===== config.mk =====
export PLATFORM = sky130hd
export DESIGN_NAME = vfcm_nbr
export DESIGN_NICKNAME = d
export VERILOG_FILES = /design/src/sv/vfcm_pkg.sv /design/src/sv/vfcm_nbr.sv
export SDC_FILE = /design/constraint.sdc
export NUM_CORES = 1
export LEC_CHECK = 0
export BUFFER_PORTS_ARGS = -buffer_cell sky130_fd_sc_hd__buf_2
export CAP_MARGIN = 5
export CORE_MARGIN = 2
export CORE_UTILIZATION = 34
export DETAILED_ROUTE_END_ITERATION = 16
export PLACE_DENSITY_LB_ADDON = 0.05
export SLEW_MARGIN = 5
export SYNTH_ARGS = -nofsm -noshare
export SYNTH_HDL_FRONTEND = slang
export SYNTH_SLANG_ARGS = --single-unit

===== constraint.sdc =====
create_clock -name vclk -period 5.5
set_input_delay 0.825 -clock vclk [all_inputs]
set_output_delay 0.825 -clock vclk [all_outputs]
set_load 0.05 [all_outputs]

===== src/sv/vfcm_pkg.sv =====
// vfcm_pkg: shared types and constants for the voxel face culling mesher.
// No dependencies; imported by vfcm_nbr and voxel_face_culling_mesher.
`default_nettype none

package vfcm_pkg;

  localparam int MAX_DIM_DEF = 32;

  localparam int COORD_W = 5;
  localparam int GRID_W  = 6;
  localparam int VAL_W   = 8;
  localparam int CNT_W   = 18;
  localparam int FACES   = 6;
  localparam int CFG_IDX_W = 2;

  localparam logic [CNT_W-1:0] VERTS_PER_VOXEL = CNT_W'(8);

  // configuration register indexes
  localparam logic [CFG_IDX_W-1:0] REG_HEIGHT = 2'd0;
  localparam logic [CFG_IDX_W-1:0] REG_WIDTH  = 2'd1;
  localparam logic [CFG_IDX_W-1:0] REG_DEPTH  = 2'd2;

  localparam logic [GRID_W-1:0] GRID_RESET = 6'd32;

  // item functions
  localparam logic FUNC_WRITE = 1'b0;
  localparam logic FUNC_MESH  = 1'b1;

  // read sequence steps; step n (1 <= n <= 6) fetches the neighbour of face n-1
  typedef logic [2:0] step_t;
  localparam step_t STEP_CTR   = 3'd0;
  localparam step_t STEP_LEFT  = 3'd1;
  localparam step_t STEP_RIGHT = 3'd2;
  localparam step_t STEP_TOP   = 3'd3;
  localparam step_t STEP_BOT   = 3'd4;
  localparam step_t STEP_FRONT = 3'd5;
  localparam step_t STEP_REAR  = 3'd6;
  localparam step_t STEP_LAST  = 3'd7;

  // face bit positions
  localparam int FACE_LEFT  = 0;
  localparam int FACE_RIGHT = 1;
  localparam int FACE_TOP   = 2;
  localparam int FACE_BOT   = 3;
  localparam int FACE_FRONT = 4;
  localparam int FACE_REAR  = 5;

  typedef enum logic [1:0] {
    ST_IDLE,
    ST_RUN,
    ST_FIN
  } state_t;

  // range check results for the current word
  typedef struct packed {
    logic             err;
    logic [FACES-1:0] edge_hit;
  } nbr_flags_t;

endpackage

`default_nettype wire


===== src/sv/vfcm_nbr.sv =====
// vfcm_nbr: grid range check, boundary faces and volume address per read step.
// Depends on vfcm_pkg.
`default_nettype none

module vfcm_nbr #(
  parameter int MAX_DIM = vfcm_pkg::MAX_DIM_DEF,
  parameter int AW      = $clog2(MAX_DIM * MAX_DIM * MAX_DIM)
) (
  input  wire logic [vfcm_pkg::COORD_W-1:0] row,
  input  wire logic [vfcm_pkg::COORD_W-1:0] column,
  input  wire logic [vfcm_pkg::COORD_W-1:0] slice,
  input  wire logic [vfcm_pkg::GRID_W-1:0]  grid_height,
  input  wire logic [vfcm_pkg::GRID_W-1:0]  grid_width,
  input  wire logic [vfcm_pkg::GRID_W-1:0]  grid_depth,
  input  wire vfcm_pkg::step_t              step,
  output vfcm_pkg::nbr_flags_t              flags,
  output logic [AW-1:0]                     addr
);
  import vfcm_pkg::*;

  localparam logic [8:0] MAXD = 9'(MAX_DIM);

  logic [8:0] r9, c9, s9, h9, w9, d9;
  logic [5:0] nr, nc, ns;

  assign r9 = {4'b0, row};
  assign c9 = {4'b0, column};
  assign s9 = {4'b0, slice};
  assign h9 = {3'b0, grid_height};
  assign w9 = {3'b0, grid_width};
  assign d9 = {3'b0, grid_depth};

  assign flags.err = (r9 >= h9) || (r9 >= MAXD) || (c9 >= w9) || (c9 >= MAXD) ||
                     (s9 >= d9) || (s9 >= MAXD);

  assign flags.edge_hit[FACE_LEFT]  = (column == '0);
  assign flags.edge_hit[FACE_RIGHT] = (c9 + 9'd1 >= w9) || (c9 + 9'd1 >= MAXD);
  assign flags.edge_hit[FACE_TOP]   = (row == '0);
  assign flags.edge_hit[FACE_BOT]   = (r9 + 9'd1 >= h9) || (r9 + 9'd1 >= MAXD);
  assign flags.edge_hit[FACE_FRONT] = (slice == '0);
  assign flags.edge_hit[FACE_REAR]  = (s9 + 9'd1 >= d9) || (s9 + 9'd1 >= MAXD);

  // neighbour coordinates; a face on the grid boundary reads the center instead
  always_comb begin
    nr = {1'b0, row};
    nc = {1'b0, column};
    ns = {1'b0, slice};
    case (step)
      STEP_LEFT:  if (!flags.edge_hit[FACE_LEFT])  nc = {1'b0, column} - 6'd1;
      STEP_RIGHT: if (!flags.edge_hit[FACE_RIGHT]) nc = {1'b0, column} + 6'd1;
      STEP_TOP:   if (!flags.edge_hit[FACE_TOP])   nr = {1'b0, row} - 6'd1;
      STEP_BOT:   if (!flags.edge_hit[FACE_BOT])   nr = {1'b0, row} + 6'd1;
      STEP_FRONT: if (!flags.edge_hit[FACE_FRONT]) ns = {1'b0, slice} - 6'd1;
      STEP_REAR:  if (!flags.edge_hit[FACE_REAR])  ns = {1'b0, slice} + 6'd1;
      default: ;
    endcase
  end

  assign addr = AW'((AW'(nr) * AW'(MAX_DIM) + AW'(nc)) * AW'(MAX_DIM) + AW'(ns));

endmodule

`default_nettype wire


==> results.md, run 1 <==
* Status: complete, no violations
* Kind of critical path: in2out
* Final TNS setup at 0 ns
* Gr ovfl total at 0
* Synthesized net count at between 300 and 400
* Slew margin rel. at about 54%
* DRT Pass-1 Iters at 4
* Syn-to-layout area delta at 17.1%
* Area leader, netlist: ha_1
* Die area at approximately 6400 um2
* Antenna-violating nets left at 0
* Vias in the first global route at roughly 1,900
* Wl on met1 at approximately 2400 um
* Site Rows at 27
* WP depth at 17
* Worst Path Required at roughly 4.7 ns
* Chip Height at 79.8 um
* DR iter-0 viols at just over 80
* Worst slack at placement at approximately 0.39 ns
* Most frequent cell on the critical path: ha_1
* Met2 WL at 2190 um
* Synth Cell Area at 1950 um2
* Final wirelength at about 4700 um
* Syn avg cell area at roughly 7.4 um2
* Hpwl dp at around 4000 um
* Fin crit share at between 90% and 100%
* Initial Utilization at around a third
* Worst VDD drop at around 43 uV
* Total of max-cap violations at 0
* Tot Pwr at 0.000220 W
* Port bufs at 58
* Post-layout util at 41.3%
* Hold depth at 3
* Worst Path Arrival at ~4.3 ns
* CP Buf/Inv Count at 3
* Crit path cell chain: buf_2 > ha_1 > xor2_1 > ha_1 > a211o_1 > a31oi_1 > o21a_1 > nor2_1 > xnor2_1 > ha_1 > inv_1 > a311oi_2 > nand4_4 > nor4_1 > nor3_2 > xor2_1 > buf_2
* Die span in x at 79.8 um
* Min-Delay Path Class: in2out
* Io pins at 58
* Least-Margin Pin Slew at a little under 0.7 ns
* Residual DRC at 0
* Crit Path Max Fanout at 6
* Reg area at 0 um2
* Mapped Cells at 264
* DR WL met3 at 176 um
* CP max-delay cell: nor4_1
* Final Instance Area at about 2300 um2
* Max Used Layer: met3
* GR Util All Layers at approximately 15%
* Antenna violations before repair at 0
* Final-layout clock buffer total at 0
* Crit-path max cell delay at 0.35 ns
* Post-CTS setup buffer count at 0
* Leak at 1.17 nW
* Delay-heaviest family, CP: compound AO/OA/AOI/OAI gates
* Core area at 5540 um2
* Final Max Slew Viols at 0
* First-pass GRT wire length at between 8000 and 9000 um
* Top cells by area, synth: ha_1 (28%), xnor2_1 (6.3%), inv_1 (5.2%)
* PnR worst setup slack at just under 0.4 ns
* Number of vias per cell at about 5.1
* FFs & Latches at 0
* RD Place Congestion at between 0.8 and 0.9
* DP Area at about 2300 um2
* Final-report setup violation count at 0
* Top achievable clock speed at between 150 and 200 MHz
* Final antenna diode count at 0
* Type of origin of the critical path: input port
* Hold Violations, Final at 0
* Sequential share of the synthesized area at 0%
* Wire length per cell at between 10 and 15 um
* Ys Warns at 0
* Post-CTS resize count at 0
* Largest net degree at the start of global routing at 13
* Dominant cell by count in the synthesized netlist: ha_1
* RSZ-0062 raised after global routing: no
* Post-synth top cells: ha_1 (43), inv_1 (27), a21oi_1 (17)
* Fin crit period at 5.10 ns
* Nets at roughly 390
* Hold_buf cts at 0
* Share of cells above drive strength 1 at between 20% and 30%
* Distinct cells, synth at 57
* Via count at 1,980
* Synth top area share at 27.5%
* Critical Path Sink Type: output pin
* Power Density at roughly 96 nW/um2
per-stage QoR:
stage / cells / hold WS (ns)
finish: 385 / 2.01
global route: 385 / 2.05
CTS: 385 / 2.02
detailed placement: 385 / 2.02
global placement: 385 / 2.02
floorplan: 264 / 1.76
where the power goes:
part           switching [W]  leakage, nW  total [W]  internal, W
Combinational       0.000144         1.17   0.000220    0.0000759
Clock                      0            0          0            0
Sequential                 0            0          0            0
Total               0.000144         1.17   0.000220    0.0000759
final cells by class:
class | count | area [um2]
Fill cell | 628 | 3250
Multi-Input combinational cell | 227 | 1800
Timing Repair Buffer | 59 | 298
Inverter | 27 | 101
Tap cell | 72 | 90.1
metal layers:
layer	up-vias	track usage (%)
li1	1065	-
met2	41	27.1
met4	0	0.169
met1	874	21.0
met5	-	0
met3	0	0.566
cells by family after synthesis:
| group | share of synthesized area [%] |
|---|---|
| AOI/OAI and AO/OA | 24.2 |
| xor gates and xnor gates | 9.86 |
| adders and majority gates | 27.5 |
| buffers and inverters | 8.26 |
| muxes | 2.69 |
| and+or+nand+nor | 27.5 |
final timing paths:
check  slack [ns]        to           from
max          0.40  addr[14]      column[0]
min          2.01  flags[6]  grid_width[5]
cells in the final DEF, fill, tap and decap left out, types with 2 or more instances in the layout:
cell type and instances:
xnor2_1 14, o2111ai_1 2, o21ai_0 11, nand2b_1 8
a211oi_1 2, o211ai_1 2, a311oi_1 2, o22ai_1 2
a21o_1 2, buf_2 58, nor4_1 3, xor2_1 8
o21a_1 6, and3b_1 2, and3_1 5, mux2_2 2
mux2i_1 3, ha_1 43, a31oi_1 6, a211o_1 2
nor2b_1 6, nand4_1 2, nor2_1 14, a21boi_0 3
or3b_1 2, nand2_1 13, nor3_1 7, nand3_1 13
a21oi_1 17, inv_1 27
(Power assumes the default switching activity.)
==> inputs of run 2 (changes only) <==
- ABC_CLOCK_PERIOD_IN_PS: default -> 5500
- CORE_UTILIZATION: 34 -> 35
==> run 2 against run 1 <==
Against the previous run:
- clock-buffer cell count did not move
- combinational power barely moved
- global-route usage rose by 1.3 points
- largest power group unchanged
==> results.md, run 2 (synthesis results as in run 1) <==
* Tot Pwr at 0.000221 W (was 0.000220 W)
* Port bufs at 58 (unchanged)
* Worst Path Arrival at 4.26 ns (was 4.28 ns)
* Least-Margin Pin Slew at 0.651 ns (was 0.682 ns)
* Residual DRC at 0 (unchanged)
* Final-layout clock buffer total at 0 (unchanged)
* Slew margin rel. at 56.3% (was 54.3%)
* DR WL met3 at 172 um (was 176 um)
* Antenna violations before repair at 0 (unchanged)
* Reg area at 0 um2 (unchanged)
* Io pins at 58 (unchanged)
* Via count at 1,993 (was 1,980)
* Nets at 394 (unchanged)
* Hold_buf cts at 0 (unchanged)
* CP Launch Point: column[2] (was column[0])
* Largest net degree at the start of global routing at 13 (unchanged)
* Post-CTS resize count at 0 (unchanged)
* Worst VDD drop at 40.5 uV (was 43.5 uV)
* Pint at 0.0000761 W (was 0.0000759 W)
* Kind of critical path: in2out (unchanged)
* Crit path cell chain: buf_2 > and3_4 > and3_2 > ha_1 > a21o_2 > a311oi_4 > o21a_1 > nor2_1 > xnor2_1 > ha_1 > inv_1 > a311oi_2 > nand4_4 > nor4_1 > nor3_2 > xor2_1 > buf_2 (was buf_2 > ha_1 > xor2_1 > ha_1 > a211o_1 > a31oi_1 > o21a_1 > nor2_1 > xnor2_1 > ha_1 > inv_1 > a311oi_2 > nand4_4 > nor4_1 > nor3_2 > xor2_1 > buf_2)
* Final-report setup violation count at 0 (unchanged)
* Most common cell after layout, fill and taps aside: buf_2 (unchanged)
* Initial Utilization at 35.9% (was 35.3%)
* DRT Pass-1 Iters at 4 (unchanged)
* Final TNS setup at 0 ns (unchanged)
* Share of power burned in registers at 0% (about the same)
* Syn-to-layout area delta at 17.1% (unchanged)
* Net Sw Frac at 65.7% (was 65.5%)
* WP depth at 17 (unchanged)
* CP max-delay cell: nor4_1 (unchanged)
* Clk pwr share at 0% (about the same)
* CP endpoint: addr[14] (unchanged)
* CP Buf/Inv Count at 3 (unchanged)
* Wl on met1 at 2280 um (was 2360 um)
* Post-CTS setup buffer count at 0 (unchanged)
* Gr ovfl total at 0 (unchanged)
* Final wirelength at 4740 um (was 4730 um)
* Dpl cells at 385 (unchanged)
* Total of max-cap violations at 0 (unchanged)
* Number of vias per cell at 5.18 (was 5.14)
* Net Sw Power at 0.000145 W (was 0.000144 W)
* Wire length per cell at 12.3 um (about the same)
* Site Rows at 27 (unchanged)
* First-pass GRT wire length at 8760 um (was 8200 um)
* Antenna-violating nets left at 0 (unchanged)
* Vias in the first global route at 2,045 (was 1,873)
* FFs & Latches at 0 (unchanged)
* Max Used Layer: met4 (was met3)
* Leak at 1.17 nW (unchanged)
* Final antenna diode count at 0 (unchanged)
* Fill cell count at 600 (was 628)
* Comb power frac at 100.0% (about the same)
* Hold Violations, Final at 0 (unchanged)
* Die span in x at 78.7 um (was 79.8 um)
* Met2 WL at 2250 um (was 2190 um)
* Worst Path Required at 4.68 ns (about the same)
* Final Max Slew Viols at 0 (unchanged)
* Fin crit period at 5.08 ns (was 5.10 ns)
* Type of origin of the critical path: input port (unchanged)
* GR Util All Layers at 16.3% (was 15.0%)
* Min-Delay Path Class: in2out (unchanged)
* RSZ-0062 raised after global routing: no (unchanged)
* Layout Cells excl Fill at 385 (unchanged)
* Delay-heaviest family, CP: compound AO/OA/AOI/OAI gates (unchanged)
* Top achievable clock speed at 197 MHz (was 196 MHz)
* Die area at 6200 um2 (was 6370 um2)
* Area occupied by multi-input gates at 1800 um2 (unchanged)
* Hpwl dp at 4110 um (was 4090 um)
* Core area at 5440 um2 (was 5540 um2)
* Chip Height at 78.7 um (was 79.8 um)
* Power Density at 96.8 nW/um2 (was 96.3 nW/um2)
* RD Place Congestion at 0.811 (was 0.850)
* DR iter-0 viols at 51 (was 81)
* Crit-path max cell delay at 0.34 ns (was 0.35 ns)
* Status: complete, no violations (unchanged)
* Share of cells above drive strength 1 at 24.3% (unchanged)
* Crit Path Max Fanout at 8 (was 6)
* Commonest non-fill, non-tap cells in the layout: buf_2 (58), ha_1 (43), inv_1 (27) (unchanged)
* Critical Path Sink Type: output pin (unchanged)
* Fin crit share at 92.4% (was 92.8%)
==> run 2: cell counts in the layout (fill, tap and decap cells not counted) <==
No cell type changed its count.
==> run 2: power by group through the flow <==
stage / clock [W] / sequential (W) / combinational [W]
after global placement: 0 / 0 / 0.000223
final: 0 / 0 / 0.000221
after detailed placement: 0 / 0 / 0.000223
after CTS: 0 / 0 / 0.000224
after global routing: 0 / 0 / 0.000250
after floorplan: 0 / 0 / 0.000168
==> run 2: worst min path at each step <==
stage | from | to | slack [ns] | depth (start not counted)
final | grid_width[5] | flags[6] | 2.03 | 3
after global routing | grid_width[5] | flags[6] | 2.05 | 3
after CTS | grid_width[5] | flags[6] | 2.04 | 3
after detailed placement | grid_width[5] | flags[6] | 2.04 | 3
after global placement | grid_width[5] | flags[6] | 2.04 | 3
after floorplan | row[4] | flags[2] | 1.76 | 1
==> run 2: through the flow <==
step                cell area, um2  hold WS (ns)  setup WS, ns  utilization [%]
global route                  2290          2.05         0.151             42.1
floorplan                     1960          1.76         0.218                -
detailed placement            2290          2.04         0.387             42.1
global placement              2290          2.04         0.435             42.1
finish                        2290          2.03         0.420             42.1
CTS                           2290          2.04         0.383             42.1
==> run 2: worst min-delay path: stages <==
cell	delay, ns
buf_2	0.09
o21ai_0	0.08
buf_2	0.21
==> run 2: metal layers <==
layer,global-route usage [%],vias to the layer above
met5,0,-
met2,31.0,37
met4,1.05,0
li1,-,1065
met3,0.909,4
met1,21.0,887
==> run 2: cell type report <==
cell class / count / share of cell area [%]
multi-input cells: 227 / 78.6
repair buffers: 59 / 13.0
well taps: 72 / 3.94
inverters: 27 / 4.43
==> inputs of run 3 (changes only) <==
- CORE_UTILIZATION: 35 -> 45
==> run 3 against run 2 <==
Against the previous run:
- worst hold slack gained 0.047 ns
- combinational power is essentially flat
- cell count shrank 5.7%
- non-clock buffer count is the same
- power shrank 0.66%
==> results.md, run 3 (synthesis results as in run 1) <==
* Io pins at 58 (unchanged)
* CP endpoint: addr[14] (unchanged)
* Final-layout clock buffer total at 0 (unchanged)
* Final wirelength at 4510 um (was 4740 um)
* GR Util All Layers at 18.7% (was 16.3%)
* Critical Path Sink Type: output pin (unchanged)
* Top achievable clock speed at 195 MHz (was 197 MHz)
* Net Sw Power at 0.000144 W (was 0.000145 W)
* Worst slack at placement at 0.362 ns (was 0.387 ns)
* Fin crit share at 93.4% (was 92.4%)
* Share of power burned in registers at 0% (about the same)
* Pint at 0.0000759 W (was 0.0000761 W)
* Kind of critical path: in2out (unchanged)
* Number of vias per cell at 5.48 (was 5.18)
* Final Instance Area at 2260 um2 (was 2290 um2)
* Fin crit period at 5.14 ns (was 5.08 ns)
* Antenna-violating nets left at 0 (unchanged)
* Most common cell after layout, fill and taps aside: buf_2 (unchanged)
* Hold Violations, Final at 0 (unchanged)
* Final Max Slew Viols at 0 (unchanged)
* Crit Path Max Fanout at 6 (was 8)
* Worst Path Required at 4.68 ns (about the same)
* Via count at 1,991 (was 1,993)
* Hpwl dp at 3910 um (was 4110 um)
* RSZ-0062 raised after global routing: no (unchanged)
* Comb power frac at 100.0% (about the same)
* FFs & Latches at 0 (unchanged)
* PnR worst setup slack at 0.364 ns (was 0.420 ns)
* Crit-path max cell delay at 0.36 ns (was 0.34 ns)
* Crit path cell chain: buf_2 > ha_1 > xor2_1 > ha_1 > a211o_1 > a31oi_1 > o21a_1 > nor2_1 > xnor2_1 > ha_1 > inv_1 > a311oi_2 > nand4_4 > nor4_1 > nor3_2 > xor2_1 > buf_2 (was buf_2 > and3_4 > and3_2 > ha_1 > a21o_2 > a311oi_4 > o21a_1 > nor2_1 > xnor2_1 > ha_1 > inv_1 > a311oi_2 > nand4_4 > nor4_1 > nor3_2 > xor2_1 > buf_2)
* Port bufs at 58 (unchanged)
* Hold_buf cts at 0 (unchanged)
* First-pass GRT wire length at 8070 um (was 8760 um)
* Total of max-cap violations at 0 (unchanged)
* Commonest non-fill, non-tap cells in the layout: buf_2 (58), ha_1 (43), inv_1 (27) (unchanged)
* Syn-to-layout area delta at 15.7% (was 17.1%)
* Antenna violations before repair at 0 (unchanged)
* Most frequent cell on the critical path: ha_1
* Share of cells above drive strength 1 at 24.3% (unchanged)
* Post-CTS setup buffer count at 0 (unchanged)
* Reg area at 0 um2 (unchanged)
* Nets at 394 (unchanged)
* Net Sw Frac at 65.5% (was 65.7%)
* DP Area at 2260 um2 (was 2290 um2)
* Initial Utilization at 47.8% (was 35.9%)
* Final antenna diode count at 0 (unchanged)
* Wire length per cell at 12.4 um (was 12.3 um)
* DRT Pass-1 Iters at 4 (unchanged)
* Type of origin of the critical path: input port (unchanged)
* Least-Margin Pin Slew at 0.644 ns (was 0.651 ns)
* Slew margin rel. at 56.8% (was 56.3%)
* Residual DRC at 0 (unchanged)
* RD Place Congestion at 0.783 (was 0.811)
* Worst VDD drop at 44.4 uV (was 40.5 uV)
* Clk pwr share at 0% (about the same)
* Worst Path Arrival at 4.31 ns (was 4.26 ns)
* Final-report setup violation count at 0 (unchanged)
* CP Launch Point: column[0] (was column[2])
* Gr ovfl total at 0 (unchanged)
* Min-Delay Path Class: in2out (unchanged)
* Largest net degree at the start of global routing at 13 (unchanged)
* DR iter-0 viols at 105 (was 51)
* Site Rows at 23 (was 27)
* Die area at 4890 um2 (was 6200 um2)
* Post-CTS resize count at 0 (unchanged)
* Status: complete, no violations (unchanged)
* Power Density at 97.3 nW/um2 (was 96.8 nW/um2)
* Die span in x at 69.9 um (was 78.7 um)
* CP max-delay cell: nor4_1 (unchanged)
* Tot Pwr at 0.000220 W (was 0.000221 W)
* Leak at 1.17 nW (unchanged)
* Final TNS setup at 0 ns (unchanged)
* Chip Height at 69.9 um (was 78.7 um)
* Core area at 4090 um2 (was 5440 um2)
* Vias in the first global route at 1,863 (was 2,045)
run 3: cell counts in the layout (fill, tap and decap cells not counted):
No cell type changed its count.
run 3: critical path: cells and delay by family:
family          cells  cell delay (ns)
compound gates      4             1.17
xor+xnor            3             0.44
fa+ha+maj           3             0.74
buf+inv             3             0.46
simple gates        4             0.66
run 3: per-layer routing:
| layer | share of wire (%) | track usage [%] | up-vias |
|---|---|---|---|
| li1 | - | - | 1066 |
| met1 | 48 | 25.1 | 893 |
| met2 | 49 | 35.6 | 32 |
| met3 | 2.8 | 0.289 | 0 |
| met4 | 0 | 0 | 0 |
| met5 | 0 | 0 | - |
run 3: cell type report:
cell class / count / area [um2]
Multi-Input combinational cell: 227 / 1800
Tap cell: 50 / 62.6
Fill cell: 435 / 1830
Timing Repair Buffer: 59 / 298
Inverter: 27 / 101
run 3: metrics by stage:
stage               instances  hold WS [ns]  utilization (%)
finish                    363          2.08             55.3
CTS                       363          2.08             55.3
global route              363          2.09             55.3
floorplan                 264          1.76                -
detailed placement        363          2.07             55.3
global placement          363          2.09             55.3
run 3: worst min-delay path by stage:
stage,from,end,slack [ns],cells after the start
global route,grid_width[5],flags[6],2.09,3
CTS,grid_width[5],flags[6],2.08,3
global placement,grid_width[5],flags[6],2.09,3
detailed placement,grid_width[5],flags[6],2.07,3
floorplan,row[4],flags[2],1.76,1
finish,grid_width[5],flags[6],2.08,3
run 3: power by group through the flow:
stage          clock [W]  sequential, W  combinational, W
3_3_place_gp           0              0          0.000219
3_5_place_dp           0              0          0.000221
2_1_floorplan          0              0          0.000168
4_1_cts                0              0          0.000222
5_1_grt                0              0          0.000246
6_report               0              0          0.000220
